## src/sv/aff_pkg.sv

```systemverilog
// Shared types and constants for the AMQP frame filter.
// Holds the verdict codes, frame type codes and the known-method table.
// No dependencies.
package aff_pkg;

   typedef enum logic [1:0] {
      VERDICT_PASS  = 2'd0,
      VERDICT_TRASH = 2'd1,
      VERDICT_KILL  = 2'd2
   } verdict_type;

   typedef struct packed {
      verdict_type verdict;
      logic        msg_inc;
      logic        body_add;
   } step_type;

   localparam logic [7:0] FT_METHOD    = 8'd1;
   localparam logic [7:0] FT_HEADER    = 8'd2;
   localparam logic [7:0] FT_BODY      = 8'd3;
   localparam logic [7:0] FT_HEARTBEAT = 8'd8;

   localparam logic [31:0] PREFIX_RESET = 32'h4841_434B;
   localparam logic [7:0]  MIN_MATCH_LEN = 8'd4;
   localparam logic [31:0] MIN_BODY_LEN  = 32'd4;

   localparam logic [31:0] KEY_EXCH_DECLARE  = 32'h0028_000A;
   localparam logic [31:0] KEY_QUEUE_DECLARE = 32'h0032_000A;

   localparam int ROM_SIZE = 55;

   // class in the upper half, method in the lower half
   localparam logic [31:0] METHOD_ROM [ROM_SIZE] = '{
      32'h000A000A, 32'h000A000B, 32'h000A0014, 32'h000A0015, 32'h000A001E,
      32'h000A001F, 32'h000A0028, 32'h000A0029, 32'h000A0032, 32'h000A0033,
      32'h0014000A, 32'h0014000B, 32'h00140014, 32'h00140015, 32'h00140028,
      32'h00140029,
      32'h0028000A, 32'h0028000B, 32'h00280014, 32'h00280015,
      32'h0032000A, 32'h0032000B, 32'h00320014, 32'h00320015, 32'h00320032,
      32'h00320033, 32'h0032001E, 32'h0032001F, 32'h00320028, 32'h00320029,
      32'h003C000A, 32'h003C000B, 32'h003C0014, 32'h003C0015, 32'h003C001E,
      32'h003C001F, 32'h003C0028, 32'h003C0032, 32'h003C003C, 32'h003C0046,
      32'h003C0047, 32'h003C0048, 32'h003C0050, 32'h003C005A, 32'h003C0064,
      32'h003C006E, 32'h003C006F,
      32'h0055000A, 32'h0055000B,
      32'h005A000A, 32'h005A000B, 32'h005A0014, 32'h005A0015, 32'h005A001E,
      32'h005A001F
   };

   function automatic logic rom_has(input logic [31:0] key);
      logic hit;
      hit = 1'b0;
      for (int i = 0; i < ROM_SIZE; i++) begin
         hit = hit | (METHOD_ROM[i] == key);
      end
      return hit;
   endfunction

endpackage

```

## src/sv/aff_verdict.sv

```systemverilog
// Per-frame classification for the AMQP frame filter.
// Decides the verdict and which running total a frame touches.
// Depends on aff_pkg.
module aff_verdict (
   input  logic              inbound,
   input  logic [7:0]        frame_type,
   input  logic [15:0]       class_id,
   input  logic [15:0]       method_id,
   input  logic [31:0]       frame_size,
   input  logic [7:0]        name_length,
   input  logic [31:0]       head_bytes,
   input  logic [31:0]       prefix,
   output aff_pkg::step_type step
);

   logic [31:0] key;
   logic        prefix_hit;
   logic        is_declare;

   assign key        = {class_id, method_id};
   assign prefix_hit = (head_bytes == prefix);
   assign is_declare = (key == aff_pkg::KEY_EXCH_DECLARE) ||
                       (key == aff_pkg::KEY_QUEUE_DECLARE);

   always_comb begin
      step.verdict  = aff_pkg::VERDICT_TRASH;
      step.msg_inc  = 1'b0;
      step.body_add = 1'b0;
      case (frame_type)
         aff_pkg::FT_METHOD: begin
            if (!aff_pkg::rom_has(key)) begin
               step.verdict = aff_pkg::VERDICT_TRASH;
            end else if (inbound && is_declare && prefix_hit &&
                         (name_length >= aff_pkg::MIN_MATCH_LEN)) begin
               step.verdict = aff_pkg::VERDICT_KILL;
            end else begin
               step.verdict = aff_pkg::VERDICT_PASS;
            end
         end
         aff_pkg::FT_HEADER: begin
            step.verdict = aff_pkg::VERDICT_PASS;
            step.msg_inc = 1'b1;
         end
         aff_pkg::FT_BODY: begin
            step.body_add = 1'b1;
            if (prefix_hit && (frame_size >= aff_pkg::MIN_BODY_LEN)) begin
               step.verdict = aff_pkg::VERDICT_KILL;
            end else begin
               step.verdict = aff_pkg::VERDICT_PASS;
            end
         end
         aff_pkg::FT_HEARTBEAT: begin
            step.verdict = aff_pkg::VERDICT_PASS;
         end
         default: begin
            step.verdict = aff_pkg::VERDICT_TRASH;
         end
      endcase
   end

endmodule

```

## src/sv/amqp_frame_filter.sv

```systemverilog
// Top level of the AMQP frame filter: request register, verdict logic,
// running totals and response register. Depends on aff_pkg, aff_verdict.
//
//   channel | ports              | handshake
//   --------+--------------------+-------------------------------
//   request | req_*              | req_valid / req_ready
//   result  | rsp_*              | rsp_valid / rsp_ready
//   config  | csr_wr_en/_data    | write on csr_wr_en, no wait
//
// Result registered after the request stage; if rsp_ready, one request per cycle
// sustained. The single adder pass over the 64-bit byte total sets the path.
// Synchronous active-high reset clears both totals and valids, reloads the prefix.
// A stalled response holds the result stage; the request stage drains into
// it the cycle it frees, so ready drops only when both stages are full.
module amqp_frame_filter (
   input  logic        clock,
   input  logic        reset,
   input  logic        req_valid,
   output logic        req_ready,
   input  logic        req_inbound,
   input  logic [7:0]  req_frame_type,
   input  logic [15:0] req_class_id,
   input  logic [15:0] req_method_id,
   input  logic [31:0] req_frame_size,
   input  logic [7:0]  req_name_length,
   input  logic [31:0] req_head_bytes,
   output logic        rsp_valid,
   input  logic        rsp_ready,
   output logic [1:0]  rsp_verdict,
   output logic [31:0] rsp_messages_seen,
   output logic [63:0] rsp_body_bytes_seen,
   input  logic        csr_wr_en,
   input  logic [31:0] csr_wr_data
);

   logic        s1_valid_ff;
   logic        s1_inbound_ff;
   logic [7:0]  s1_frame_type_ff;
   logic [15:0] s1_class_id_ff;
   logic [15:0] s1_method_id_ff;
   logic [31:0] s1_frame_size_ff;
   logic [7:0]  s1_name_length_ff;
   logic [31:0] s1_head_bytes_ff;
   logic [31:0] prefix_ff;
   logic [31:0] msg_total_ff;
   logic [63:0] body_total_ff;
   logic        rsp_valid_ff;
   logic [1:0]  rsp_verdict_ff;
   logic [31:0] rsp_msg_ff;
   logic [63:0] rsp_body_ff;

   logic [31:0] msg_total_in;
   logic [63:0] body_total_in;
   logic        rsp_free;
   logic        s1_advance;

   aff_pkg::step_type step;

   aff_verdict u_verdict (
      .inbound     (s1_inbound_ff),
      .frame_type  (s1_frame_type_ff),
      .class_id    (s1_class_id_ff),
      .method_id   (s1_method_id_ff),
      .frame_size  (s1_frame_size_ff),
      .name_length (s1_name_length_ff),
      .head_bytes  (s1_head_bytes_ff),
      .prefix      (prefix_ff),
      .step        (step)
   );

   assign rsp_free   = !rsp_valid_ff || rsp_ready;
   assign s1_advance = s1_valid_ff && rsp_free;
   assign req_ready  = !s1_valid_ff || rsp_free;

   assign msg_total_in  = msg_total_ff + {31'd0, step.msg_inc};
   assign body_total_in = step.body_add ? (body_total_ff + {32'd0, s1_frame_size_ff})
                                        : body_total_ff;

   always_ff @(posedge clock) begin
      if (reset) begin
         s1_valid_ff   <= 1'b0;
         rsp_valid_ff  <= 1'b0;
         prefix_ff     <= aff_pkg::PREFIX_RESET;
         msg_total_ff  <= 32'd0;
         body_total_ff <= 64'd0;
      end else begin
         if (csr_wr_en) begin
            prefix_ff <= csr_wr_data;
         end
         if (req_ready) begin
            s1_valid_ff <= req_valid;
         end
         if (rsp_free) begin
            rsp_valid_ff <= s1_valid_ff;
         end
         if (s1_advance) begin
            msg_total_ff  <= msg_total_in;
            body_total_ff <= body_total_in;
         end
      end
   end

   always_ff @(posedge clock) begin
      if (req_valid && req_ready) begin
         s1_inbound_ff     <= req_inbound;
         s1_frame_type_ff  <= req_frame_type;
         s1_class_id_ff    <= req_class_id;
         s1_method_id_ff   <= req_method_id;
         s1_frame_size_ff  <= req_frame_size;
         s1_name_length_ff <= req_name_length;
         s1_head_bytes_ff  <= req_head_bytes;
      end
      if (s1_advance) begin
         rsp_verdict_ff <= step.verdict;
         rsp_msg_ff     <= msg_total_in;
         rsp_body_ff    <= body_total_in;
      end
   end

   assign rsp_valid           = rsp_valid_ff;
   assign rsp_verdict         = rsp_verdict_ff;
   assign rsp_messages_seen   = rsp_msg_ff;
   assign rsp_body_bytes_seen = rsp_body_ff;

endmodule

```

## config.mk

```make
export PLATFORM = sky130hd
export DESIGN_NAME = amqp_frame_filter
export DESIGN_NICKNAME = d
export VERILOG_FILES = /design/src/sv/aff_pkg.sv /design/src/sv/aff_verdict.sv /design/src/sv/amqp_frame_filter.sv
export SDC_FILE = /design/constraint.sdc
export NUM_CORES = 1
export LEC_CHECK = 0
export BUFFER_PORTS_ARGS = -buffer_cell sky130_fd_sc_hd__buf_2
export CAP_MARGIN = 20
export CORE_MARGIN = 4
export CORE_UTILIZATION = 53
export CTS_BUF_LIST = sky130_fd_sc_hd__clkbuf_4
export DETAILED_ROUTE_END_ITERATION = 8
export PLACE_DENSITY = 0.78
export RECOVER_POWER = 50
export SYNTH_ARGS = -nofsm -noshare
export SYNTH_HDL_FRONTEND = slang
export SYNTH_SLANG_ARGS = --single-unit
```

## constraint.sdc

```tcl
create_clock -name clock -period 4.98 [get_ports clock]
set_input_delay 0.996 -clock clock [delete_from_list [all_inputs] [get_ports clock]]
set_output_delay 0.996 -clock clock [all_outputs]
set_load 0.01 [all_outputs]
```

After elaboration in Yosys (flattened, before gate mapping):

Cells that the tools add are included.

* logic and storage cells: 154
* output and inout bits: 100
* register bits after elaboration: 341

* $lt $le $gt $ge: 2
* multiplexer cells: 7
* $add $sub $neg: 2
* reductions and logical operators: 12
* equality and inequality tests: 62
* bitwise operators: 54

Operators with widths (number)
* == test 22 x 32 -> 1 bit (first input constant): 31
* == test 20 x 32 -> 1 bit (first input constant): 10
* == test 23 x 32 -> 1 bit (first input constant): 8
* == test 21 x 32 -> 1 bit (first input constant): 6
* adder 64 x 32 -> 64 bit: 1
* == test 32 x 22 -> 1 bit (second input constant): 2
* 2-to-1 mux 64 bit: 1
* OR 1 bit: 54
* adder 32 x 1 -> 32 bit: 1
* == test 32 bit: 1
* >= comparator 32 x 3 -> 1 bit (second input constant): 1
* == test 8 x 2 -> 1 bit (second input constant): 2
* == test 8 x 1 -> 1 bit (second input constant): 1
* == test 8 x 4 -> 1 bit (second input constant): 1
* >= comparator 8 x 3 -> 1 bit (second input constant): 1
* logical AND 1 bit: 6
* 2-to-1 mux 2 bit: 3
* case mux 2 bit (3 select lines): 1
* logical OR 1 bit: 3
* zero test 1 bit: 2
* 2-to-1 mux 1 bit: 2
* OR reduction 2 bit: 1

Logic depth before layout (Yosys ltp):

* depth in word-level cells: 57
* gate-level depth with buffers: 14
* gate-level depth less buffers: 13

Cells and area by module:

A second synthesis with hierarchy kept.

* cells, all modules: 1398
* area, all modules: 15564.9 µm²

Modules (own cells, without submodules)
* amqp_frame_filter: instances 1, cells an instance 1256, area an instance 14580.2 µm²
* aff_verdict: instances 1, cells an instance 142, area an instance 984.7 µm²

Least setup slack after synthesis:

OpenSTA, ideal clock, no wires.

* path kind: input to register
* start: in rsp_ready
* end: reg rsp_body_ff[0] (netlist: rsp_body_bytes_seen[0]) (enable)
* setup slack: -249 ps
* required time: 4480 ps
* stages on the path: 6
* arrival: 4729 ps
* cell sequence: nor2b_1 -> nand2b_1 -> inv_1 -> clkbuf_1 -> buf_1 -> buf_1

* cells in the longest elaborated chain, start to end: 2

RTL lines
* from (decl): line amqp_frame_filter.sv:28 `input logic rsp_ready,`
* logical OR 1 bit: line amqp_frame_filter.sv:71 `assign rsp_free = !rsp_valid_ff || rsp_ready;`
* logical AND 1 bit: line amqp_frame_filter.sv:72 `assign s1_advance = s1_valid_ff && rsp_free;`
* named net s1_advance: line amqp_frame_filter.sv:55 `logic s1_advance;`
* to (signal assigned): line amqp_frame_filter.sv:116 `rsp_body_ff <= body_total_in;`
* to (decl): line amqp_frame_filter.sv:50 `logic [63:0] rsp_body_ff;`

The timed path passes the listed nets, and every way through them passes these cells.
A chain may end at the register's enable or synchronous reset.

Worst setup path after layout:

* start: in rsp_ready
* end: reg msg_total_ff[31]

* cells in the longest elaborated chain, start to end: 2

RTL lines
* logical OR 1 bit: line amqp_frame_filter.sv:71
* logical AND 1 bit: line amqp_frame_filter.sv:72
* to (signal assigned): line amqp_frame_filter.sv:97 `msg_total_ff <= msg_total_in;`
* to (decl): line amqp_frame_filter.sv:45 `logic [31:0] msg_total_ff;`

Every way passes these cells.

==> flow_metrics.env <==
export IMPL_final_seq_area_mm2=0.00888
export IMPL_remaining_drc_errors=0
export IMPL_ir_drop_v=0.000293
export IMPL_n_fill_cell=2439
export IMPL_finalNonFillerCells=2213
export IMPL_clkSinkCount=339
export IMPL_syn_area_mm2=0.0159
export IMPL_drive_gt1_share_pct=22.3
export IMPL_p_sw_share_pct=23.7
export IMPL_clk_latency_ps=720
export IMPL_ys_async_sr_fraction_pct=0
export IMPL_synth_distinct_cells=74
export IMPL_cp_top_family="buffers and inverters"
export IMPL_place_congestion=0.900
export IMPL_crit_path_start="rsp_ready"
export IMPL_max_freq_ghz=0.227
export IMPL_cpPeakStageDelay_ps=1310
export IMPL_antenna_found_initial=7
export IMPL_hold_viol=0
export IMPL_finalClockSkew_ps=58.9
export IMPL_routed_wl_um=37200
export IMPL_cp_data_required_time_ps=5450
export IMPL_yosysMostFrequentCell="edfxtp_1"
export IMPL_vias=12380
export IMPL_yosys_warnings=0
export IMPL_r2r_start="rsp_valid$_SDFFE_PP0P_"
export IMPL_dp_hpwl_um=26000
export IMPL_drv_slew=288
export IMPL_synth_adder_area_share_pct=2.79
export IMPL_cp_cell_sequence="buf_2, nor2b_1, nand2b_1, clkinvlp_2, clkbuf_2, and3_1, nand4_1, xor2_1, nor2_1"
export IMPL_placed_cells=2050
export IMPL_setup_viol=0
export IMPL_multiInputGateArea_mm2=0.00672
export IMPL_cts_reportedPaths_clkPinSlew_ps=70
export IMPL_p_per_area_mw_per_mm2=318
export IMPL_cts_tree="yes"
export IMPL_grtUsageTotal_pct=22.0
export IMPL_relSlewSlack_pct=-96.9
export IMPL_area_delta_synth_final_pct=16.5
export IMPL_clkPwrFrac_pct=40.7
export IMPL_core_area_mm2=0.0296
export IMPL_grt_start_max_net_pins=69
export IMPL_critPathKind="primary input to register"
export IMPL_crit_path_end_kind="register"
export IMPL_first_pass_iters=5
export IMPL_hold_start="req_frame_size[3]"
export IMPL_syn_area_per_cell_um2=10.8
export IMPL_crit_fanout=55
export IMPL_status="complete, but fails checks"
export IMPL_worst_slew_pin_transition_ps=2950
export IMPL_ys_flop_type="edfxtp_1"
export IMPL_post_cts_resize_count=0
export IMPL_htree_levels=3
export IMPL_synthSimpleGateAreaFrac_pct=19.2
export IMPL_fp_dieArea_mm2=0.0329
export IMPL_grt_overflow_total=0
export IMPL_rsz0062_at_grt="false"
export IMPL_grt_pass1_vias=12300
export IMPL_period_minus_slack_ps=4410
export IMPL_synth_xor_area_share_pct=8.40
export IMPL_cap_violations=5
export IMPL_via_per_inst=5.59
export IMPL_power_internal_mw=4.51
export IMPL_ios=250
export IMPL_seq_area_frac_synth_pct=55.7
export IMPL_cts_hold_buffers=0
export IMPL_drtIter0Drc=797
export IMPL_pwr_share_comb_pct=6.0
export IMPL_synth_top_area_share_pct=39.4
export IMPL_num_rows=63
export IMPL_slowest_stage="clkinvlp_2"
export IMPL_muxShareOfSynthArea_pct=2.31
export IMPL_hold_class="primary input to register"
export IMPL_die_h_um=181
export IMPL_syn_instance_count=1478
export IMPL_numPortBuffers=247
export IMPL_cts_setup_buffers=0
export IMPL_fin_nets=1933
export IMPL_routedWlPerCell_um=16.8
export IMPL_synth_top_cell_by_area="edfxtp_1"
export IMPL_ys_ff_latch=339
export IMPL_synth_area_top_cells="edfxtp_1, dfxtp_1, xnor2_1, xor2_1, nand2_1"
export IMPL_synth_top_family_by_area="simple AND/OR/NAND/NOR gates"
export IMPL_post_route_period_util_pct=88.6
export IMPL_failed_checks="max-capacitance violations, max-slew violations"
export IMPL_p_switching_mw=1.40
export IMPL_synth_compound_area_share_pct=9.45
export IMPL_seqPwrFrac_pct=53.3
export IMPL_rrSetupSlack_ps=630
export IMPL_synth_edf_count=209
export IMPL_arrival_ps=4880
export IMPL_cts_root_buf="clkbuf_4"
export IMPL_critPathLaunchType="primary input"
export IMPL_grt_pass1_wl_um=60000
export IMPL_worst_path_buf_inv=3
export IMPL_clk_path_buf_depth=3
export IMPL_start_util_pct=53.8
export IMPL_p_leak_nw=7.25
export IMPL_chipWidth_um=181
export IMPL_synth_fp_nets=1663
export IMPL_synth_common_cells="edfxtp_1, nand2_1, dfxtp_1, nor2_1, xnor2_1"
export IMPL_cts_made_buffers=86
export IMPL_power_total_mw=5.91
export IMPL_fin_setup_tns_ps=0
export IMPL_ant_nets=0
placed cells by master, fill, tap and decap left out, types with 13 or more instances in the layout:
| master | count |
|---|---|
| a211o_1 | 14 |
| a21o_1 | 16 |
| a21oi_1 | 79 |
| and2_1 | 13 |
| and3_1 | 16 |
| buf_2 | 224 |
| clkbuf_1 | 24 |
| clkbuf_4 | 132 |
| clkinv_1 | 17 |
| dfxtp_1 | 130 |
| edfxtp_1 | 209 |
| ha_1 | 34 |
| mux2i_1 | 21 |
| nand2_1 | 154 |
| nand3_1 | 58 |
| nand4_1 | 40 |
| nor2_1 | 130 |
| nor2b_1 | 31 |
| nor3_1 | 28 |
| nor4_1 | 20 |
| o21ai_0 | 49 |
| o31ai_1 | 18 |
| or3_1 | 13 |
| or4_1 | 27 |
| xnor2_1 | 81 |
| xor2_1 | 72 |
flip-flops by register name, indices dropped and copies added (netlist names):
register / count
s1_name_length_ff: 6
rsp_valid: 1
s1_frame_size_ff: 32
s1_head_bytes_ff: 32
body_total_ff: 64
s1_method_id_ff: 16
s1_frame_type_ff: 8
prefix_ff: 32
rsp_verdict: 2
s1_valid_ff: 1
s1_class_id_ff: 16
msg_total_ff: 32
rsp_body_bytes_seen: 64
rsp_messages_seen: 32
s1_inbound_ff: 1
final timing paths:
kind / end / cells past startpoint
worst max-delay path: msg_total_ff[31]$_SDFFE_PP0P_ / 9
worst min-delay path: s1_frame_size_ff[3]$_DFFE_PP_ / 1
worst max register to register: msg_total_ff[31]$_SDFFE_PP0P_ / 8
worst min register to register: msg_total_ff[0]$_SDFFE_PP0P_ / 2
power by group through the flow:
stage,combinational [mW],clock [mW],sequential (mW)
3_3_place_gp,0.347,0,3.20
3_5_place_dp,0.357,0,3.21
5_1_grt,0.392,2.65,3.16
4_1_cts,0.359,2.48,3.15
2_1_floorplan,0.198,0,3.21
6_report,0.355,2.40,3.15
worst register-to-register path, delay by kind of cell (launching register included):
kind	cells	cell delay, ps
xor+xnor	1	150
buf+inv	2	2450
flops	1	320
simple gates	5	1210
per-stage QoR:
step	setup WS (ps)	util, %	hold slack (ps)	cell area [um2]
global route	247	62.7	378	18600
CTS	867	62.8	392	18600
finish	569	62.7	445	18600
detailed placement	863	58.9	460	17500
global placement	1070	58.9	446	17500
floorplan	100	-	441	16000
per-layer routing:
metal | global-route usage [%] | part of all wire (%)
met1 | 26.5 | 40
met4 | 8.41 | 2.8
met5 | 0 | 0.15
met2 | 37.7 | 49
met3 | 6.19 | 8.3
layout make-up:
class / count / area share [%]
clock buffer: 132 / 5.33
sequential: 339 / 47.8
timing repair buffer: 261 / 7.00
multi-input combinational: 1050 / 36.2
antenna: 3 / 0.0404
tap: 390 / 2.63
inverter: 10 / 0.209
clock inverter: 28 / 0.835
logic make-up after synthesis:
kind of cell	count (synthesis)
DFF	339
xor gates and xnor gates	153
adders and majority gates	35
buffers and inverters	89
AOI/OAI and AO/OA	234
muxes	35
and+or+nand+nor	593
(Power assumes the default switching activity.)
